<file path="config.mk">
export PLATFORM = sky130hd
export DESIGN_NAME = sha256_message_hash_core
export DESIGN_NICKNAME = d
export VERILOG_FILES = /design/src/rtl/sha256_pkg.sv /design/src/rtl/sha256_sched.sv /design/src/rtl/sha256_round.sv /design/src/rtl/sha256_message_hash_core.sv
export SDC_FILE = /design/constraint.sdc
export NUM_CORES = 2
export LEC_CHECK = 0
export BUFFER_PORTS_ARGS = -buffer_cell sky130_fd_sc_hd__buf_2
export CORE_MARGIN = 2
export CORE_UTILIZATION = 37
export DETAILED_ROUTE_END_ITERATION = 7
export GPL_ROUTABILITY_DRIVEN = 0
export HOLD_SLACK_MARGIN = 0.12
export PLACE_DENSITY_LB_ADDON = 0.15
export SLEW_MARGIN = 20
export SYNTH_ARGS = -nofsm -noshare
export SYNTH_HDL_FRONTEND = slang
export SYNTH_SLANG_ARGS = --single-unit
</file>
<file path="constraint.sdc">
create_clock -name clock -period 21.2 [get_ports clock]
set_input_delay 1.06 -clock clock [delete_from_list [all_inputs] [get_ports clock]]
set_output_delay 1.06 -clock clock [all_outputs]
set_load 0.01 [all_outputs]
</file>
<file path="src/rtl/sha256_pkg.sv">
`timescale 1ns / 1ps
// ----------------------------------------------------------------------------
// sha256_pkg
// Shared types, round constants and SHA-256 bit functions.
// ----------------------------------------------------------------------------
package sha256_pkg;

   localparam int unsigned BLOCK_WORDS  = 16;
   localparam int unsigned ROUND_COUNT  = 64;
   localparam int unsigned DIGEST_WORDS = 8;

   typedef logic [31:0] word_type;

   // message schedule control
   typedef struct packed {
      logic push;    // shift a loaded message word in at the top
      logic shift;   // advance one round, expanding the next word
   } sched_ctrl_type;

   // round datapath control
   typedef struct packed {
      logic init;     // copy chaining value into the working variables
      logic step;     // run one compression round
      logic fold;     // add working variables into the chaining value
      logic restore;  // return chaining value to the initial hash
   } round_ctrl_type;

   localparam word_type ROUND_K [ROUND_COUNT] = '{
      32'h428a2f98, 32'h71374491, 32'hb5c0fbcf, 32'he9b5dba5,
      32'h3956c25b, 32'h59f111f1, 32'h923f82a4, 32'hab1c5ed5,
      32'hd807aa98, 32'h12835b01, 32'h243185be, 32'h550c7dc3,
      32'h72be5d74, 32'h80deb1fe, 32'h9bdc06a7, 32'hc19bf174,
      32'he49b69c1, 32'hefbe4786, 32'h0fc19dc6, 32'h240ca1cc,
      32'h2de92c6f, 32'h4a7484aa, 32'h5cb0a9dc, 32'h76f988da,
      32'h983e5152, 32'ha831c66d, 32'hb00327c8, 32'hbf597fc7,
      32'hc6e00bf3, 32'hd5a79147, 32'h06ca6351, 32'h14292967,
      32'h27b70a85, 32'h2e1b2138, 32'h4d2c6dfc, 32'h53380d13,
      32'h650a7354, 32'h766a0abb, 32'h81c2c92e, 32'h92722c85,
      32'ha2bfe8a1, 32'ha81a664b, 32'hc24b8b70, 32'hc76c51a3,
      32'hd192e819, 32'hd6990624, 32'hf40e3585, 32'h106aa070,
      32'h19a4c116, 32'h1e376c08, 32'h2748774c, 32'h34b0bcb5,
      32'h391c0cb3, 32'h4ed8aa4a, 32'h5b9cca4f, 32'h682e6ff3,
      32'h748f82ee, 32'h78a5636f, 32'h84c87814, 32'h8cc70208,
      32'h90befffa, 32'ha4506ceb, 32'hbef9a3f7, 32'hc67178f2
   };

   localparam word_type HASH_IV [DIGEST_WORDS] = '{
      32'h6a09e667, 32'hbb67ae85, 32'h3c6ef372, 32'ha54ff53a,
      32'h510e527f, 32'h9b05688c, 32'h1f83d9ab, 32'h5be0cd19
   };

   function automatic word_type rotr(input word_type x, input int unsigned n);
      rotr = (x >> n) | (x << (32 - n));
   endfunction

   function automatic word_type big_sigma0(input word_type x);
      big_sigma0 = rotr(x, 2) ^ rotr(x, 13) ^ rotr(x, 22);
   endfunction

   function automatic word_type big_sigma1(input word_type x);
      big_sigma1 = rotr(x, 6) ^ rotr(x, 11) ^ rotr(x, 25);
   endfunction

   function automatic word_type small_sigma0(input word_type x);
      small_sigma0 = rotr(x, 7) ^ rotr(x, 18) ^ (x >> 3);
   endfunction

   function automatic word_type small_sigma1(input word_type x);
      small_sigma1 = rotr(x, 17) ^ rotr(x, 19) ^ (x >> 10);
   endfunction

   function automatic word_type choose(input word_type e, input word_type f,
                                       input word_type g);
      choose = (e & f) ^ (~e & g);
   endfunction

   function automatic word_type majority(input word_type a, input word_type b,
                                         input word_type c);
      majority = (a & b) ^ (a & c) ^ (b & c);
   endfunction

endpackage

</file>
<file path="src/rtl/sha256_sched.sv">
`timescale 1ns / 1ps
// ----------------------------------------------------------------------------
// sha256_sched
// Sixteen-word message schedule window: loads block words, then expands.
// ----------------------------------------------------------------------------
module sha256_sched
   import sha256_pkg::*;
(
   input  logic           clock,
   input  sched_ctrl_type ctrl,
   input  word_type       load_word,
   output word_type       sched_word
);

   word_type win_ff [BLOCK_WORDS];
   word_type win_in [BLOCK_WORDS];
   word_type expand_word;

   // W[t+16] from taps t, t+1, t+9, t+14
   assign expand_word = small_sigma1(win_ff[14]) + win_ff[9] +
                        small_sigma0(win_ff[1]) + win_ff[0];

   assign sched_word = win_ff[0];

   always_comb begin
      win_in = win_ff;
      if (ctrl.push || ctrl.shift) begin
         for (int i = 0; i < BLOCK_WORDS - 1; i++) begin
            win_in[i] = win_ff[i + 1];
         end
         win_in[BLOCK_WORDS - 1] = ctrl.push ? load_word : expand_word;
      end
   end

   always_ff @(posedge clock) begin
      win_ff <= win_in;
   end

endmodule

</file>
<file path="src/rtl/sha256_round.sv">
`timescale 1ns / 1ps
// ----------------------------------------------------------------------------
// sha256_round
// Shared compression round and chaining value registers.
// ----------------------------------------------------------------------------
module sha256_round
   import sha256_pkg::*;
(
   input  logic           clock,
   input  logic           reset,
   input  round_ctrl_type ctrl,
   input  logic [5:0]     round_index,
   input  word_type       sched_word,
   input  logic [2:0]     read_index,
   output word_type       hash_word
);

   word_type chain_ff [DIGEST_WORDS];
   word_type chain_in [DIGEST_WORDS];
   word_type vars_ff  [DIGEST_WORDS];
   word_type vars_in  [DIGEST_WORDS];
   word_type temp1;
   word_type temp2;

   assign temp1 = vars_ff[7] + big_sigma1(vars_ff[4]) +
                  choose(vars_ff[4], vars_ff[5], vars_ff[6]) +
                  ROUND_K[round_index] + sched_word;
   assign temp2 = big_sigma0(vars_ff[0]) +
                  majority(vars_ff[0], vars_ff[1], vars_ff[2]);

   assign hash_word = chain_ff[read_index];

   always_comb begin
      vars_in = vars_ff;
      if (ctrl.init) begin
         vars_in = chain_ff;
      end else if (ctrl.step) begin
         vars_in[7] = vars_ff[6];
         vars_in[6] = vars_ff[5];
         vars_in[5] = vars_ff[4];
         vars_in[4] = vars_ff[3] + temp1;
         vars_in[3] = vars_ff[2];
         vars_in[2] = vars_ff[1];
         vars_in[1] = vars_ff[0];
         vars_in[0] = temp1 + temp2;
      end
   end

   always_comb begin
      chain_in = chain_ff;
      if (ctrl.restore) begin
         chain_in = HASH_IV;
      end else if (ctrl.fold) begin
         for (int i = 0; i < DIGEST_WORDS; i++) begin
            chain_in[i] = chain_ff[i] + vars_ff[i];
         end
      end
   end

   always_ff @(posedge clock) begin
      vars_ff <= vars_in;
   end

   always_ff @(posedge clock) begin
      if (reset) begin
         chain_ff <= HASH_IV;
      end else begin
         chain_ff <= chain_in;
      end
   end

endmodule

</file>
<file path="src/rtl/sha256_message_hash_core.sv">
`timescale 1ns / 1ps
// ----------------------------------------------------------------------------
// sha256_message_hash_core
// Byte-serial SHA-256 hash: collects message bytes, pads, emits the digest.
// ----------------------------------------------------------------------------
//
//  channel  direction  word carries
//  -------  ---------  ---------------------------------------------------
//  req_*    in         tdata = message byte, tuser = byte present,
//                      tlast = end of message
//  rsp_*    out        tdata = digest word [31:0], word position [34:32],
//                      zero [39:35]; tlast = eighth digest word
//
//  A byte that does not complete a 64-byte block leaves the input open. A
//  byte that completes one is accepted, then runs 64 rounds of the shared
//  round unit and one fold into the chaining value.
//  End of message pads (up to 72 padding bytes), compresses and folds each
//  padded block (one or two), then hands out eight digest words.
//  req_tready is low while a block compresses, while padding runs and while
//  the digest is out; a stalled rsp_tready holds the current digest word.
//  Synchronous active-high reset loads the initial hash and clears counts.
// ----------------------------------------------------------------------------
module sha256_message_hash_core
   import sha256_pkg::*;
(
   input  logic        clock,
   input  logic        reset,
   input  logic        req_tvalid,
   output logic        req_tready,
   input  logic [7:0]  req_tdata,    // [7:0] message_byte
   input  logic        req_tuser,    // [0] byte_present
   input  logic        req_tlast,    // end_of_message
   output logic        rsp_tvalid,
   input  logic        rsp_tready,
   output logic [39:0] rsp_tdata,    // [31:0] digest_word, [34:32] word_position
   output logic        rsp_tlast     // last_word
);

   localparam logic [2:0] S_IDLE  = 3'd0;
   localparam logic [2:0] S_ROUND = 3'd1;
   localparam logic [2:0] S_FOLD  = 3'd2;
   localparam logic [2:0] S_PAD   = 3'd3;
   localparam logic [2:0] S_OUT   = 3'd4;

   localparam logic [7:0] PAD_MARK    = 8'h80;
   localparam logic [5:0] LEN_OFFSET  = 6'd56;
   localparam logic [5:0] LAST_BYTE   = 6'd63;
   localparam logic [5:0] LAST_ROUND  = 6'd63;
   localparam logic [2:0] LAST_WORD   = 3'd7;
   localparam logic [63:0] BYTE_BITS  = 64'd8;

   logic [2:0]  state_ff, state_in;
   logic [5:0]  fill_ff, fill_in;
   logic [5:0]  rnd_ff, rnd_in;
   logic [2:0]  idx_ff, idx_in;
   logic [63:0] bit_count_ff, bit_count_in;
   logic [23:0] word_ff, word_in;
   logic        pad_pend_ff, pad_pend_in;    // padding still owed
   logic        pad_first_ff, pad_first_in;  // marker byte not yet placed
   logic        len_ok_ff, len_ok_in;        // this block carries the length

   logic           req_fire;
   logic           rsp_fire;
   logic           push_en;
   logic [7:0]     push_byte;
   logic [7:0]     pad_byte;
   logic           block_full;
   sched_ctrl_type sched_ctrl;
   round_ctrl_type round_ctrl;
   word_type       sched_word;
   word_type       hash_word;

   assign req_tready = (state_ff == S_IDLE);
   assign req_fire   = req_tvalid && req_tready;
   assign rsp_tvalid = (state_ff == S_OUT);
   assign rsp_fire   = rsp_tvalid && rsp_tready;
   assign rsp_tdata  = {5'd0, idx_ff, hash_word};
   assign rsp_tlast  = (idx_ff == LAST_WORD);

   // padding byte: marker, then zeros, then the big-endian bit length
   always_comb begin
      priority if (pad_first_ff) begin
         pad_byte = PAD_MARK;
      end else if (len_ok_ff && (fill_ff >= LEN_OFFSET)) begin
         pad_byte = bit_count_ff[{~fill_ff[2:0], 3'b000} +: 8];
      end else begin
         pad_byte = 8'd0;
      end
   end

   // one byte path shared by message bytes and padding
   always_comb begin
      unique case (state_ff)
         S_IDLE: begin
            push_en   = req_fire && req_tuser;
            push_byte = req_tdata;
         end
         S_PAD: begin
            push_en   = 1'b1;
            push_byte = pad_byte;
         end
         default: begin
            push_en   = 1'b0;
            push_byte = req_tdata;
         end
      endcase
   end

   assign block_full = push_en && (fill_ff == LAST_BYTE);

   assign sched_ctrl.push  = push_en && (fill_ff[1:0] == 2'b11);
   assign sched_ctrl.shift = (state_ff == S_ROUND);

   assign round_ctrl.init    = block_full;
   assign round_ctrl.step    = (state_ff == S_ROUND);
   assign round_ctrl.fold    = (state_ff == S_FOLD);
   assign round_ctrl.restore = rsp_fire && rsp_tlast;

   always_comb begin
      state_in     = state_ff;
      fill_in      = fill_ff;
      rnd_in       = rnd_ff;
      idx_in       = idx_ff;
      bit_count_in = bit_count_ff;
      word_in      = word_ff;
      pad_pend_in  = pad_pend_ff;
      pad_first_in = pad_first_ff;
      len_ok_in    = len_ok_ff;

      if (push_en) begin
         word_in = {word_ff[15:0], push_byte};
         fill_in = fill_ff + 6'd1;
      end

      unique case (state_ff)
         S_IDLE: begin
            if (req_fire) begin
               if (req_tuser) begin
                  bit_count_in = bit_count_ff + BYTE_BITS;
               end
               if (req_tlast) begin
                  pad_pend_in  = 1'b1;
                  pad_first_in = 1'b1;
                  len_ok_in    = 1'b0;
               end
               priority if (block_full) begin
                  state_in = S_ROUND;
                  rnd_in   = 6'd0;
               end else if (req_tlast) begin
                  state_in = S_PAD;
               end else begin
                  state_in = S_IDLE;
               end
            end
         end
         S_PAD: begin
            if (pad_first_ff) begin
               pad_first_in = 1'b0;
               len_ok_in    = (fill_ff < LEN_OFFSET);
            end
            if (block_full) begin
               state_in = S_ROUND;
               rnd_in   = 6'd0;
            end
         end
         S_ROUND: begin
            rnd_in = rnd_ff + 6'd1;
            if (rnd_ff == LAST_ROUND) begin
               state_in = S_FOLD;
            end
         end
         S_FOLD: begin
            priority if (!pad_pend_ff) begin
               state_in = S_IDLE;
            end else if (len_ok_ff) begin
               // length block done: hand out the digest
               state_in    = S_OUT;
               idx_in      = 3'd0;
               pad_pend_in = 1'b0;
            end else begin
               // marker not yet placed or landed past the length field: one more block
               if (!pad_first_ff) begin
                  len_ok_in = 1'b1;
               end
               state_in = S_PAD;
            end
         end
         S_OUT: begin
            if (rsp_fire) begin
               idx_in = idx_ff + 3'd1;
               if (rsp_tlast) begin
                  state_in     = S_IDLE;
                  bit_count_in = 64'd0;
                  fill_in      = 6'd0;
                  len_ok_in    = 1'b0;
               end
            end
         end
         default: begin
            state_in = S_IDLE;
         end
      endcase
   end

   always_ff @(posedge clock) begin
      if (reset) begin
         state_ff     <= S_IDLE;
         fill_ff      <= 6'd0;
         rnd_ff       <= 6'd0;
         idx_ff       <= 3'd0;
         bit_count_ff <= 64'd0;
         pad_pend_ff  <= 1'b0;
         pad_first_ff <= 1'b0;
         len_ok_ff    <= 1'b0;
      end else begin
         state_ff     <= state_in;
         fill_ff      <= fill_in;
         rnd_ff       <= rnd_in;
         idx_ff       <= idx_in;
         bit_count_ff <= bit_count_in;
         pad_pend_ff  <= pad_pend_in;
         pad_first_ff <= pad_first_in;
         len_ok_ff    <= len_ok_in;
      end
   end

   always_ff @(posedge clock) begin
      word_ff <= word_in;
   end

   sha256_sched u_sched (
      .clock      (clock),
      .ctrl       (sched_ctrl),
      .load_word  ({word_ff, push_byte}),
      .sched_word (sched_word)
   );

   sha256_round u_round (
      .clock       (clock),
      .reset       (reset),
      .ctrl        (round_ctrl),
      .round_index (rnd_ff),
      .sched_word  (sched_word),
      .read_index  (idx_ff),
      .hash_word   (hash_word)
   );

   // a block always starts compressing on its first round
   assert property (@(posedge clock) disable iff (reset)
      (block_full |=> (state_ff == S_ROUND) && (rnd_ff == 6'd0)))
      else $error("block not handed to round unit");

   // length is placed only after the marker byte
   assert property (@(posedge clock) disable iff (reset)
      (len_ok_ff |-> !pad_first_ff))
      else $error("length enabled before padding marker");

   // digest closes the message: counts cleared, input open again
   assert property (@(posedge clock) disable iff (reset)
      (rsp_fire && rsp_tlast |=> (bit_count_ff == 64'd0) && (fill_ff == 6'd0)
                                  && req_tready))
      else $error("state not cleared after digest");

   // digest only follows a finished length block, with the fill count back at zero
   assert property (@(posedge clock) disable iff (reset)
      ((state_ff == S_FOLD) && pad_pend_ff && len_ok_ff |-> (fill_ff == 6'd0)))
      else $error("digest out with partial block");

endmodule

</file>
==> impl_metrics.json <==
{
  "avgViaCountPerCell": 5.551,
  "post-route-util": 0.4115,
  "final_common_cell": "nand2_1",
  "maxCapViolations": 0,
  "grt_use_total": 0.2293,
  "insertion_delay_ps": 820,
  "synth_top_area_frac": 0.3447,
  "grt_pass1_vias": 49130,
  "die_w_um": 435.8,
  "cts_setup_buffers": 0,
  "synthToLayoutAreaGrowth_pct": 10.60,
  "post_synth_num_cell_types": 103,
  "cpMaxStageDelayCell": "dfxtp_2",
  "setup_viol_count_final": 0,
  "period_needed_ps": 10020,
  "place_area_um2": 71750,
  "stdcell_area_um2": 76310,
  "synth_area_um2": 69000,
  "hold_class": "reg -> reg",
  "dr_total_vias": 51570,
  "layout_common_cells": "nand2_1, edfxtp_1, a21oi_1",
  "start_kind": "register",
  "period_share": 0.4726,
  "cp_max_fo": 43,
  "seq_area_frac_synth": 0.4428,
  "drc": 11,
  "postRouteAntennaNets": 0,
  "firstDrtPassIters": 8,
  "start_util": 0.3721,
  "holdBufCountCts": 0,
  "ctsLongestPathBuffers": 3,
  "cts_root_buffer": "clkbuf_16",
  "cpLargestDelayFamily": "compound AO/OA/AOI/OAI gates",
  "synth-async-reset-ratio": 0,
  "htreeDepth": 4,
  "row_count": 158,
  "slew_viol_final": 0,
  "synthTopCellsByArea": "edfxtp_1, dfxtp_1, ha_1",
  "post-dp-hpwl_um": 164500,
  "die_h_um": 435.8,
  "cp.required_ps": 21750,
  "fin_skew_ps": 53.82,
  "portBuffers": 51,
  "avgSynthCellArea_um2": 10.19,
  "grt_pass1_wl_um": 328200,
  "synth_seq_cells": 1130,
  "drive_gt1_frac": 0.07754,
  "arrival_ps": 10570,
  "overflow": 0,
  "cts_sinks": 1130,
  "cts_resized": 0,
  "synth_top_area_cell": "edfxtp_1",
  "fin_tns_setup_ps": 0,
  "routedWlPerCell_um": 23.93,
  "syn_inst": 6770,
  "grt_max_degree": 209,
  "core_um2": 185400,
  "relSlewSlack": 0.2100,
  "violations": "DRC",
  "path_buf_inv": 4,
  "worstMarginPinSlew_ps": 1173,
  "antenna_found_initial": 5,
  "io_pins": 57,
  "routed_wl_um": 222300,
  "ys.flop_type": "edfxtp_1",
  "cts_made_buffers": 135,
  "nets": 7308,
  "hold_violations": 0,
  "yosysWarnings": 0,
  "rsz0062_at_grt": "false",
  "endpoint_kind": "register",
  "crit_path_max_incr_delay_ps": 870,
  "critPathKind": "reg -> reg",
  "status": "finished with violations",
  "fmax_ghz": 0.09982,
  "synth_edf_count": 792,
  "dieArea_um2": 190000,
  "crit_top_cell": "a21o_1",
  "initialDrtViolationCount": 5162,
  "clk_pin_slew_worst_paths_ps": 60,
  "cts_tree": "built"
}
==> routing by layer <==
layer,global-route usage,wire (um),vias to the layer above
met5,0,41,-
met4,0.06619,6771,6
met3,0.03425,13220,350
met2,0.3599,99950,1657
met1,0.3276,102300,25500
li1,-,-,24070
==> synth_stat cells (57+ instances only) <==
cell type / n
nand3_1: 142
and3_1: 60
o21ai_0: 346
xor2_1: 209
o211ai_1: 115
xnor2_1: 381
a21oi_1: 495
a31oi_1: 64
dfxtp_1: 338
a211oi_1: 57
edfxtp_1: 792
clkbuf_1: 245
nor2_1: 379
nand2_1: 1136
inv_1: 274
nor3_1: 89
a21o_1: 161
fa_1: 195
mux4_2: 84
ha_1: 398
o21a_1: 62
==> cells by family (layout without fill, tap and decap cells) <==
| kind of cell | count (synthesis) | after routing | share of synthesized area |
|---|---|---|---|
| AND/OR/NAND/NOR | 2101 | 2101 | 0.1332 |
| flip-flops | 1130 | 1130 | 0.4428 |
| AO/OA/AOI/OAI | 1553 | 1553 | 0.1421 |
| multiplexers | 169 | 169 | 0.04071 |
| adder cells (fa/ha/maj) | 615 | 615 | 0.1319 |
| XOR/XNOR | 591 | 591 | 0.07522 |
| other | 1 | 7 | 0.00005435 |
| buffers and inverters | 610 | 645 | 0.03404 |
==> stage by stage <==
stage / hold WS (ps) / cells / setup slack, ps
2_1_floorplan: 400.3 / 6774 / 6633
3_3_place_gp: 400.3 / 9042 / 11540
3_5_place_dp: 404.5 / 9042 / 11470
4_1_cts: 413.8 / 9287 / 11410
5_1_grt: 420.8 / 9290 / 10660
6_report: 410.7 / 9291 / 11180
==> layout make-up <==
type / count / area, um^2
Fill cell: 18060 / 109100
Tap cell: 2480 / 3103
Inverter: 278 / 1044
Timing Repair Buffer: 122 / 908.4
Clock inverter: 77 / 907.1
Antenna cell: 2 / 5.005
Sequential cell: 1130 / 30570
Multi-Input combinational cell: 5034 / 36180
Clock buffer: 168 / 3603
==> state kept, by name, indices dropped and copies added, names as in the netlist <==
register	cells
len_ok_ff	1
idx_ff	3
u_round.vars_ff	256
u_round.chain_ff	256
fill_ff	6
pad_first_ff	1
u_sched.win_ff	480
pad_pend_ff	1
rnd_ff	6
u_sched.sched_word	32
state_ff	3
bit_count_ff	61
word_ff	24
==> path summary, 6_finish.rpt <==
path | start | end | slack (ps) | cells past startpoint
min reg2reg | u_sched.win_ff[420]$_DFFE_PP_ | u_sched.win_ff[452]$_DFFE_PP_ | 410 | 0
min | u_sched.win_ff[420]$_DFFE_PP_ | u_sched.win_ff[452]$_DFFE_PP_ | 410 | 0
max | rnd_ff[3]$_SDFFE_PP0P_ | u_round.vars_ff[250]$_DFFE_PP_ | 11180 | 34
max reg2reg | rnd_ff[3]$_SDFFE_PP0P_ | u_round.vars_ff[250]$_DFFE_PP_ | 11180 | 34
Power is not shown: default switching activity piles up to over one toggle a cycle in this logic, so the estimate is an artifact.
